===== src/hdl/assert_macros.svh =====
// Assertion macros used by the controller of the Life generation engine.
`ifndef ASSERT_MACROS_SVH
`define ASSERT_MACROS_SVH

`ifndef SYNTH
`define ASSERT_RST(lbl, clk, rst, prop, msg) \
  lbl: assert property (@(posedge clk) disable iff (rst) prop) else $error(msg);
`define ASSERT_ALWAYS(lbl, clk, prop, msg) \
  lbl: assert property (@(posedge clk) prop) else $error(msg);
`else
`define ASSERT_RST(lbl, clk, rst, prop, msg)
`define ASSERT_ALWAYS(lbl, clk, prop, msg)
`endif

`endif


===== src/hdl/lge_pkg.sv =====
// Package with the shared constants, types and cell rule of the Life generation engine.
package lge_pkg;

  localparam int DEF_MAX_ROWS = 64;
  localparam int DEF_MAX_COLS = 64;

  localparam int ACTION_W = 3;
  localparam int ROW_W    = 6;
  localparam int COL_W    = 6;
  localparam int SIZE_W   = 7;
  localparam int IN_W     = 16;
  localparam int OUT_W    = 8;

  localparam int ACT_LSB = 0;
  localparam int ROW_LSB = ACT_LSB + ACTION_W;
  localparam int COL_LSB = ROW_LSB + ROW_W;
  localparam int VAL_LSB = COL_LSB + COL_W;

  localparam logic [ACTION_W-1:0] ACT_WRITE   = 3'd0;
  localparam logic [ACTION_W-1:0] ACT_TOGGLE  = 3'd1;
  localparam logic [ACTION_W-1:0] ACT_CLEAR   = 3'd2;
  localparam logic [ACTION_W-1:0] ACT_ADVANCE = 3'd3;
  localparam logic [ACTION_W-1:0] ACT_READ    = 3'd4;

  localparam logic CFG_ROWS = 1'b0;
  localparam logic CFG_COLS = 1'b1;

  localparam logic [SIZE_W-1:0] ROWS_RESET = 7'd50;
  localparam logic [SIZE_W-1:0] COLS_RESET = 7'd50;

  localparam logic [3:0] BIRTH_COUNT = 4'd3;
  localparam logic [3:0] STAY_COUNT  = 4'd4;

  typedef struct packed {
    logic load;
    logic cell_rd;
    logic cell_wb;
    logic clr_wr;
    logic init_wr;
    logic adv_rd;
    logic adv_wr;
    logic flip;
    logic push;
  } cmd_t;

  typedef struct packed {
    logic in_cell;
    logic in_clear;
    logic in_advance;
    logic can_push;
  } sts_t;

  // Next state of the centre cell of a 3x3 block, given as three 3-bit row slices.
  function automatic logic life_cell(logic [2:0] above, logic [2:0] mid, logic [2:0] below);
    logic [3:0] count;
    count = {3'b0, above[0]} + {3'b0, above[1]} + {3'b0, above[2]}
          + {3'b0, mid[0]} + {3'b0, mid[1]} + {3'b0, mid[2]}
          + {3'b0, below[0]} + {3'b0, below[1]} + {3'b0, below[2]};
    return (count == BIRTH_COUNT) || (mid[1] && (count == STAY_COUNT));
  endfunction

endpackage


===== src/hdl/lge_controller.sv =====
// Controller state machine of the Life generation engine.
`include "assert_macros.svh"
module lge_controller import lge_pkg::*; #(
  parameter int MAX_ROWS = DEF_MAX_ROWS,
  localparam int RW = $clog2(MAX_ROWS),
  localparam int AW = RW + 1,
  localparam int CW = $clog2(MAX_ROWS + 1)
) (
  input  logic          clk,
  input  logic          rst,
  input  logic          s_tvalid,
  output logic          s_tready,
  input  sts_t          sts,
  output cmd_t          cmd,
  output logic [RW-1:0] cnt_row,
  output logic [AW-1:0] init_addr,
  output logic [CW-1:0] adv_tag
);

  typedef enum logic [7:0] {
    S_INIT    = 8'b0000_0001,
    S_IDLE    = 8'b0000_0010,
    S_CELL    = 8'b0000_0100,
    S_CELL_WB = 8'b0000_1000,
    S_CLR     = 8'b0001_0000,
    S_ADV     = 8'b0010_0000,
    S_ADV_END = 8'b0100_0000,
    S_FIN     = 8'b1000_0000
  } state_t;

  state_t        state;
  state_t        state_next;
  logic [CW-1:0] cnt;
  logic [AW-1:0] init_cnt;
  logic          adv_v;
  logic [CW-1:0] rk;

  assign s_tready  = (state == S_IDLE);
  assign cnt_row   = RW'(cnt);
  assign init_addr = init_cnt;
  assign adv_tag   = rk;

  always_comb begin
    cmd        = '0;
    state_next = state;
    unique case (state)
      S_INIT: begin
        cmd.init_wr = 1'b1;
        if (init_cnt == '1) begin
          state_next = S_IDLE;
        end
      end
      S_IDLE: begin
        if (s_tvalid) begin
          cmd.load = 1'b1;
          priority if (sts.in_cell) begin
            state_next = S_CELL;
          end else if (sts.in_clear) begin
            state_next = S_CLR;
          end else if (sts.in_advance) begin
            state_next = S_ADV;
          end else begin
            state_next = S_FIN;
          end
        end
      end
      S_CELL: begin
        cmd.cell_rd = 1'b1;
        state_next  = S_CELL_WB;
      end
      S_CELL_WB: begin
        cmd.cell_wb = 1'b1;
        state_next  = S_FIN;
      end
      S_CLR: begin
        cmd.clr_wr = 1'b1;
        if (cnt == CW'(MAX_ROWS - 1)) begin
          state_next = S_FIN;
        end
      end
      S_ADV: begin
        cmd.adv_rd = 1'b1;
        cmd.adv_wr = adv_v;
        if (cnt == CW'(MAX_ROWS)) begin
          state_next = S_ADV_END;
        end
      end
      S_ADV_END: begin
        cmd.adv_wr = 1'b1;
        cmd.flip   = 1'b1;
        state_next = S_FIN;
      end
      S_FIN: begin
        if (sts.can_push) begin
          cmd.push   = 1'b1;
          state_next = S_IDLE;
        end
      end
      default: begin
        state_next = S_IDLE;
      end
    endcase
  end

  always_ff @(posedge clk) begin
    if (rst) begin
      state    <= S_INIT;
      init_cnt <= '0;
      cnt      <= '0;
      adv_v    <= 1'b0;
    end else begin
      state <= state_next;
      if (state == S_INIT) begin
        init_cnt <= init_cnt + 1'b1;
      end
      if (cmd.load) begin
        cnt   <= '0;
        adv_v <= 1'b0;
      end else if ((state == S_CLR) || (state == S_ADV)) begin
        cnt <= cnt + 1'b1;
      end
      if (state == S_ADV) begin
        adv_v <= 1'b1;
      end
    end
  end

  always_ff @(posedge clk) begin
    if (state == S_ADV) begin
      rk <= cnt;
    end
  end

  `ASSERT_RST(a_tag_trails_count, clk, rst, (state == S_ADV && adv_v) |-> (int'(rk) + 1 == int'(cnt)), "row tag out of step with read count")
  `ASSERT_RST(a_accept_leaves_idle, clk, rst, (s_tvalid && s_tready) |=> (state != S_IDLE), "accepted transaction left the controller idle")
  `ASSERT_RST(a_fin_waits, clk, rst, (state == S_FIN && !sts.can_push) |=> (state == S_FIN), "result dropped while output register was full")
  `ASSERT_ALWAYS(a_reset_init, clk, rst |=> (state == S_INIT), "reset did not start the clearing pass")

endmodule


===== config.mk =====
export PLATFORM = sky130hd
export DESIGN_NAME = lge_controller
export DESIGN_NICKNAME = d
export VERILOG_FILES = /design/src/hdl/lge_pkg.sv /design/src/hdl/lge_controller.sv
export VERILOG_INCLUDE_DIRS = /design/src /design/src/hdl
export SDC_FILE = /design/constraint.sdc
export NUM_CORES = 1
export LEC_CHECK = 0
export BUFFER_PORTS_ARGS = -buffer_cell sky130_fd_sc_hd__clkbuf_2
export CAP_MARGIN = 20
export CORE_MARGIN = 3
export CORE_UTILIZATION = 55
export CTS_CLUSTER_SIZE = 20
export DETAILED_ROUTE_END_ITERATION = 8
export HOLD_SLACK_MARGIN = 0.15
export PLACE_DENSITY_LB_ADDON = 0.08
export SETUP_SLACK_MARGIN = 0.2
export SYNTH_ARGS = -nofsm -noshare
export SYNTH_HDL_FRONTEND = slang
export SYNTH_SLANG_ARGS = --single-unit

===== constraint.sdc =====
create_clock -name clk -period 4.9 [get_ports clk]
set_input_delay 0.98 -clock clk [delete_from_list [all_inputs] [get_ports clk]]
set_output_delay 0.98 -clock clk [all_outputs]
set_load 0.01 [all_outputs]

==> results of run 1 <==
-- critical path, delay by kind of cell (launching register included) --
kind | cells | cell delay (ns)
buffers and inverters | 2 | 0.50
and+or+nand+nor | 2 | 0.61
AOI/OAI and AO/OA | 1 | 0.18
DFF | 1 | 0.37
-- path summary, 6_finish.rpt --
| check | cells past startpoint | startpoint | end | slack [ns] |
|---|---|---|---|---|
| hold / removal | 2 | init_addr[5] | init_addr[5] | 0.52 |
| setup reg to reg | 6 | state[2] | state[7] | 2.89 |
| hold reg to reg | 2 | init_addr[5] | init_addr[5] | 0.52 |
| setup / recovery | 5 | state[2] | cmd[2] | 1.95 |
-- per-stage QoR --
stage | worst slack (ns) | cell area [um2] | power [mW] | utilization | cells
3_5_place_dp | 2.30 | 1580 | 0.464 | 0.674 | 197
4_1_cts | 1.93 | 1630 | 0.600 | 0.696 | 205
5_1_grt | 1.83 | 1630 | 0.636 | 0.696 | 205
3_3_place_gp | 2.37 | 1580 | 0.459 | 0.674 | 197
6_report | 1.95 | 1630 | 0.595 | 0.696 | 205
2_1_floorplan | 2.39 | 1430 | 0.434 | - | 142
-- power by group --
part,switching [mW],internal [mW],leakage [nW]
Sequential,0.0272,0.272,0.251
Combinational,0.0939,0.0656,0.469
Clock,0.0815,0.0545,0.0320
-- cell usage in the layout, fill, tap and decap left out, types with 2 or more instances in the layout --
cell / n
a21o_1: 2
a21oi_1: 4
and3_1: 3
and4b_1: 3
clkbuf_2: 36
clkbuf_4: 5
clkinv_2: 2
dfxtp_1: 23
edfxtp_1: 7
ha_1: 3
inv_1: 8
mux2i_1: 2
nand2_1: 6
nand2b_1: 2
nand3_1: 3
nand4_1: 6
nand4b_1: 5
nor2_1: 21
nor3_1: 2
nor4_1: 4
xnor2_1: 5
xor2_1: 8
-- state kept, by name, summed over array words and instances, names as in the netlist --
register   count
cnt            7
adv_v          1
adv_tag        7
init_addr      7
state          8
-- per-layer routing --
layer	part of all wire	GRT usage	wire length, um	vias up
met4	0.014	0.0629	39	0
met5	0	0	0	-
met1	0.44	0.243	1230	535
met2	0.46	0.292	1300	40
li1	-	-	-	573
met3	0.082	0.0782	228	6
-- cell type report --
class                   count  area (um2)  area share
clock buffers               6        41.3      0.0254
clock inverters             2        10.0     0.00615
inverters                   8        30.0      0.0184
multi-input cells          95         661       0.406
flip-flops and latches     30         671       0.412
well taps                  28        35.0      0.0215
repair buffers             36         180       0.111
-- cells by family (layout without fill, tap and decap cells) --
kind of cell | after synthesis | in the layout | synth area share
multiplexers | 2 | 2 | 0.0140
AND/OR/NAND/NOR | 65 | 65 | 0.284
adder cells (fa/ha/maj) | 3 | 3 | 0.0263
buffers and inverters | 17 | 52 | 0.0658
AO/OA/AOI/OAI | 12 | 12 | 0.0597
XOR/XNOR | 13 | 13 | 0.0799
flip-flops | 30 | 30 | 0.471
==> flow_metrics.tcl, run 1 <==
set metrics [dict create \
    final_antenna_net_count 0 \
    drive_gt1_frac 0.271 \
    die-height_um 56.9 \
    clock_sinks 30 \
    critPathLaunchType "register" \
    end_kind "output port" \
    maxCapViolations 0 \
    crit_fanout 12 \
    grt_pass1_vias 1065 \
    grt_first_pass_wirelength_um 4810 \
    die_area_um2 3240 \
    syn_area_per_cell_um2 10.0 \
    rsz0062_at_grt "no" \
    slowest_stage "nor4_4" \
    cts_setup_buffers 0 \
    core_area_um2 2340 \
    synth_top_cell_area_share 0.323 \
    tightest_slew_ns 0.417 \
    synth_top_cell_by_area "dfxtp_1" \
    fin_crit_ns 2.95 \
    drt_pass1_iterations 4 \
    clockRootBuffer "clkbuf_4" \
    vias 1154 \
    synthFlopType "dfxtp_1" \
    die_w_um 56.9 \
    status "complete, no violations" \
    dp_hpwl_um 2140 \
    drcViolationCount 0 \
    ir_drop_mv 0.378 \
    hold_buffers 0 \
    clk_latency_ns 0.33 \
    p_per_area_nw_per_um2 365 \
    grt_use_total 0.190 \
    p_leak_nw 0.753 \
    fillers 205 \
    finalCritPeriodShare 0.603 \
    fmax_mhz 339 \
    grt_overflow_total 0 \
    synth_area_leaders "dfxtp_1 32%, edfxtp_1 15%, nor2_1 5.5%" \
    nets 186 \
    yosysSeqAreaShare 0.471 \
    antenna_found_initial 0 \
    required_ns 3.92 \
    synth_cell_type_count 38 \
    synth_cells 142 \
    start_util 0.609 \
    synth_common_cells "23 x dfxtp_1, 21 x nor2_1, 8 x inv_1, 8 x xor2_1, 7 x edfxtp_1" \
    io_pins 37 \
    num_rows 17 \
    clock_skew_ns 0.00668 \
    synth-edff-count 7 \
    diodes 0 \
    synthesis.nets 152 \
    cp_cell_sequence "nor4_4 > nand4b_1 > inv_1 > a21o_1 > clkbuf_2" \
    synthesis.area_um2 1430 \
    cp.arrival_ns 1.97 \
    io_buffers 36 \
    cts_tree "built" \
    setup_viol_count_final 0 \
    synthMostInstantiatedCell "dfxtp_1" \
    htreeDepth 2 \
    area_growth_pct 14.2 \
    slowest_delay_ns 0.40 \
    dr.first_iter.drc_count 37 \
    avgViaCountPerCell 5.63 \
    ys_ff_latch 30 \
    numCtsBuffers 5 \
    finalSetupTns_ns 0 \
    finalMaxSlewViolations 0 \
    cts_resized 0 \
    hold_viol 0 \
    max_slew_margin 0.722 \
    routedWlPerCell_um 13.6 \
    yosys_warnings 0 \
    critical_path_class "register to output port" \
    clk_path_buf_depth 2 \
    routed_wl_um 2790 \
    cts.clk_slew.worst_paths_ns 0.09 \
    routabilityCongestion 0.775 \
    async_flop_share 0 \
    finalHoldWorstSlack_ns 0.520 \
    grt_max_degree 16 \
    min_path_type "register to register" \
]
No activity file was read; power rests on OpenSTA's default activity.
==> inputs of run 2 (changes only) <==
--- a/config.mk
+++ b/config.mk
@@ -9,7 +9,7 @@
 export BUFFER_PORTS_ARGS = -buffer_cell sky130_fd_sc_hd__clkbuf_2
 export CAP_MARGIN = 20
 export CORE_MARGIN = 3
-export CORE_UTILIZATION = 55
+export CORE_UTILIZATION = 51
 export CTS_CLUSTER_SIZE = 20
 export DETAILED_ROUTE_END_ITERATION = 8
 export HOLD_SLACK_MARGIN = 0.15
==> constraint.sdc (replaced) <==
create_clock -name clk -period 2.8 [get_ports clk]
set_input_delay 0.56 -clock clk [delete_from_list [all_inputs] [get_ports clk]]
set_output_delay 0.56 -clock clk [all_outputs]
set_load 0.01 [all_outputs]
==> flow_metrics.tcl, run 2 (synthesized netlist as in run 1, its figures left out) <==
set metrics [dict create \
    fillers 228 \
    tightest_slew_ns 0.431 \
    finalSetupTns_ns 0 \
    p_leak_nw 0.756 \
    clock_power_share 0.221 \
    vias 1190 \
    rsz0062_at_grt "no" \
    finalInstanceArea_um2 1650 \
    nets 187 \
    final_cell_mix "36 x clkbuf_2, 23 x dfxtp_1, 21 x nor2_1, 8 x inv_1, 8 x xor2_1" \
    start_util 0.555 \
    p_int_mw 0.686 \
    min_from "s_tvalid" \
    combinationalPowerShare 0.275 \
    clockRootBuffer "clkbuf_4" \
    reg2reg_to "init_addr[5]" \
    hold_viol 0 \
    routedWlPerCell_um 14.7 \
    max_slew_margin 0.712 \
    finalCritPeriodShare 0.885 \
    status "complete, no violations" \
    required_ns 2.24 \
    core_area_um2 2570 \
    worst-r2r-cell-count 5 \
    crit_fanout 6 \
    io_buffers 36 \
    clk_latency_ns 0.32 \
    maxCapViolations 0 \
    dr.first_iter.drc_count 49 \
    dpl_cell_area_um2 1590 \
    grt_overflow_total 0 \
    fin_crit_ns 2.48 \
    numCtsBuffers 5 \
    setup_viol_count_final 0 \
    instances_no_fill 208 \
    cp.arrival_ns 1.92 \
    min_path_type "input port to register" \
    clock_skew_ns 0.00477 \
    clk_path_buf_depth 2 \
    r2r-start "state[2]" \
    clock_sinks 30 \
    drt_pass1_iterations 4 \
    cts.clk_slew.worst_paths_ns 0.08 \
    p_seq_frac 0.504 \
    grt_use_total 0.192 \
    p_per_area_nw_per_um2 639 \
    drcViolationCount 0 \
    end_kind "output port" \
    dp_hpwl_um 2360 \
    io_pins 37 \
    antenna_found_initial 0 \
    finalMaxSlewViolations 0 \
    avgViaCountPerCell 5.72 \
    pre_cts_slack_ns 0.630 \
    holdPathEnd "state[1]" \
    hold_buffers 0 \
    switchingPower_mw 0.365 \
    regMostFlops "state" \
    r2r_setup_slack_ns 0.78 \
    routabilityCongestion 0.764 \
    post-place-cells 200 \
    ir_drop_mv 0.425 \
    cts_tree "built" \
    grt_first_pass_wirelength_um 4930 \
    critical_path_class "register to output port" \
    worst_slack_ns 0.322 \
    min_path_cells 2 \
    grt_pass1_vias 1127 \
    routed_wl_um 3060 \
    drive_gt1_frac 0.270 \
    num_rows 18 \
    die_w_um 58.9 \
    htreeDepth 2 \
    final_antenna_net_count 0 \
    die_area_um2 3460 \
    die-height_um 58.9 \
    critPathLaunchType "register" \
    mostFrequentLayoutCell "clkbuf_2" \
    fmax_mhz 404 \
    grt_max_degree 16 \
    area_growth_pct 15.5 \
    largest_reg_flops 8 \
    diodes 0 \
    swShare 0.347 \
]
==> run 2: cell types whose count changed in the layout (fill, tap and decap cells not counted), sizes merged <==
| cell | change |
|---|---|
| buf | +1 |
==> run 2: worst max-delay path: stages (launching register included) <==
cell and delay (ns):
dfxtp_1 0.37, nor4_4 0.41, nand4b_1 0.29, inv_1 0.14, nand2_1 0.12, inv_1 0.12
clkbuf_2 0.15
==> run 2: worst max path at each step <==
stage | from | to
floorplan | state[2] | cmd[2]
global placement | state[2] | cmd[2]
detailed placement | state[2] | cmd[2]
CTS | state[2] | cmd[2]
global route | state[2] | cmd[3]
finish | state[2] | cmd[8]
==> run 2: stage by stage <==
stage	total power [mW]	hold slack, ns	utilization
floorplan	0.759	0.458	-
global placement	0.806	0.483	0.618
detailed placement	0.823	0.503	0.618
CTS	1.06	0.462	0.637
global route	1.11	0.472	0.641
finish	1.05	0.481	0.641
==> run 2: final cells by class <==
| cell class | count | area, um2 | share of cell area |
|---|---|---|---|
| well taps | 30 | 37.5 | 0.0228 |
| flip-flops and latches | 30 | 671 | 0.408 |
| multi-input cells | 95 | 669 | 0.407 |
| inverters | 8 | 30.0 | 0.0183 |
| clock inverters | 2 | 8.76 | 0.00532 |
| repair buffers | 37 | 188 | 0.114 |
| clock buffers | 6 | 41.3 | 0.0251 |
==> run 2: layer usage <==
metal  GRT usage  up-vias  wire length, um
li1            -      573                -
met1       0.204      566             1240
met3      0.0768        7              229
met4      0.0777        0               56
met5           0        -                0
met2       0.338       44             1530
==> run 2: power groups by stage <==
stage | combinational (mW) | clock (mW) | sequential [mW]
2_1_floorplan | 0.227 | 0 | 0.532
3_3_place_gp | 0.274 | 0 | 0.532
3_5_place_dp | 0.286 | 0 | 0.537
4_1_cts | 0.287 | 0.242 | 0.527
5_1_grt | 0.319 | 0.259 | 0.536
6_report | 0.289 | 0.232 | 0.530
==> run 2: what timing repair did <==
item,CTS,global route
setup endpoints to repair,0,2
resized for setup,0,1
setup buffers,0,0
hold endpoints to repair,0,0
==> inputs of run 3 (changes only) <==
--- a/config.mk
+++ b/config.mk
@@ -8,7 +8,8 @@
 export LEC_CHECK = 0
 export BUFFER_PORTS_ARGS = -buffer_cell sky130_fd_sc_hd__clkbuf_2
 export CAP_MARGIN = 20
-export CORE_MARGIN = 3
+export CORE_ASPECT_RATIO = 1.5
+export CORE_MARGIN = 10
 export CORE_UTILIZATION = 51
 export CTS_CLUSTER_SIZE = 20
 export DETAILED_ROUTE_END_ITERATION = 8
@@ -18,3 +19,4 @@
 export SYNTH_ARGS = -nofsm -noshare
 export SYNTH_HDL_FRONTEND = slang
 export SYNTH_SLANG_ARGS = --single-unit
+export TNS_END_PERCENT = 5
==> flow_metrics.tcl, run 3 (synthesized netlist as in run 1, its figures left out) <==
set metrics [dict create \
    critPathLaunchType "register" \
    cp.arrival_ns 1.89 \
    die_w_um 63.2 \
    final_antenna_net_count 0 \
    end_kind "output port" \
    grt_use_total 0.122 \
    io_buffers 36 \
    drcViolationCount 0 \
    grt_overflow_total 0 \
    ff_latch_area_um2 671 \
    nets 187 \
    mostFrequentLayoutCell "clkbuf_2" \
    cts_setup_buffers 0 \
    num_rows 23 \
    crit_fanout 5 \
    area_growth_pct 18.9 \
    clk_latency_ns 0.27 \
    fin_crit_ns 2.45 \
    multi_input_area_um2 669 \
    tightest_slew_ns 0.374 \
    hold_buffers 0 \
    start_util 0.532 \
    required_ns 2.24 \
    avgViaCountPerCell 5.37 \
    p_leak_nw 0.772 \
    routedWlPerCell_um 14.9 \
    setup_viol_count_final 0 \
    max_slew_margin 0.750 \
    clock_sinks 30 \
    worst-path-buf-inv 1 \
    htreeDepth 2 \
    core_area_um2 2680 \
    p_per_area_nw_per_um2 680 \
    rsz0062_at_grt "no" \
    min_path_type "register to register" \
    die-height_um 84.7 \
    cp_cell_sequence "or4_1 > nor4b_4 > a21o_1 > clkbuf_2" \
    fmax_mhz 409 \
    status "complete, no violations" \
    power_mw 1.15 \
    cp_top_family "simple AND/OR/NAND/NOR gates" \
    cts.clk_slew.worst_paths_ns 0.06 \
    ir_drop_mv 0.527 \
    dpl_cell_area_um2 1600 \
    final_cell_mix "36 x clkbuf_2, 23 x dfxtp_1, 21 x nor2_1, 8 x inv_1, 8 x xor2_1" \
    slowest_stage "or4_1" \
    dp_hpwl_um 2550 \
    post-place-cells 207 \
    grt_pass1_vias 1211 \
    diodes 0 \
    dr.first_iter.drc_count 14 \
    vias 1155 \
    critical_path_class "register to output port" \
    grt_max_degree 16 \
    routabilityCongestion 0.806 \
    drt_pass1_iterations 4 \
    largest_reg_flops 8 \
    antenna_found_initial 0 \
    clock_skew_ns 0.00367 \
    clk_path_buf_depth 2 \
    hold_viol 0 \
    die_area_um2 5350 \
    grt_first_pass_wirelength_um 5320 \
    maxCapViolations 0 \
    fillers 246 \
    slowest_delay_ns 0.62 \
    finalMaxSlewViolations 0 \
    instances_no_fill 215 \
    numCtsBuffers 5 \
    clockRootBuffer "clkbuf_8" \
    io_pins 37 \
    regMostFlops "state" \
    cts_tree "built" \
    finalSetupTns_ns 0 \
    finalInstanceArea_um2 1690 \
    drive_gt1_frac 0.270 \
    routed_wl_um 3190 \
    finalCritPeriodShare 0.874 \
]
run 3: cell counts in the layout (fill, tap and decap cells not counted):
No cell type changed its count.
run 3: power breakdown:
group,internal [mW],switching (mW)
registers,0.477,0.0552
logic,0.115,0.167
clock network,0.193,0.146
run 3: what timing repair did:
| action | CTS | global route |
|---|---|---|
| hold endpoints to repair | 0 | 0 |
| endpoints found under the setup margin | 0 | 1 |
| resized for setup | 0 | 1 |
run 3: path summary, 6_finish.rpt:
check | from | to | slack [ns] | cells after the start
hold / removal | adv_v | adv_v | 0.49 | 2
hold reg to reg | adv_v | adv_v | 0.49 | 2
setup / recovery | state[2] | cmd[2] | 0.35 | 4
setup reg to reg | state[2] | state[7] | 0.77 | 7
run 3: layer usage:
metal / global-route usage / vias up / part of all wire
met5: 0 / - / 0
met4: 0.0673 / 0 / 0.018
met3: 0.0465 / 4 / 0.064
met2: 0.221 / 27 / 0.52
met1: 0.114 / 550 / 0.40
li1: - / 574 / -
run 3: area by class of cell:
class,instances,share of cell area
tap,37,0.0273
multi-input combinational,95,0.395
clock inverter,2,0.00443
timing repair buffer,37,0.111
clock buffer,6,0.0487
inverter,8,0.0177
sequential,30,0.396
run 3: worst min-delay path: stages (launching register included):
cell	delay [ns]
dfxtp_1	0.33
a21oi_1	0.06
nor2_1	0.07
run 3: through the flow:
stage,setup WS (ns),utilization,hold WS (ns)
after floorplan,0.710,-,0.458
after global placement,0.620,0.596,0.481
after detailed placement,0.569,0.596,0.486
after CTS,0.266,0.630,0.500
after global routing,0.278,0.633,0.529
final,0.354,0.633,0.489
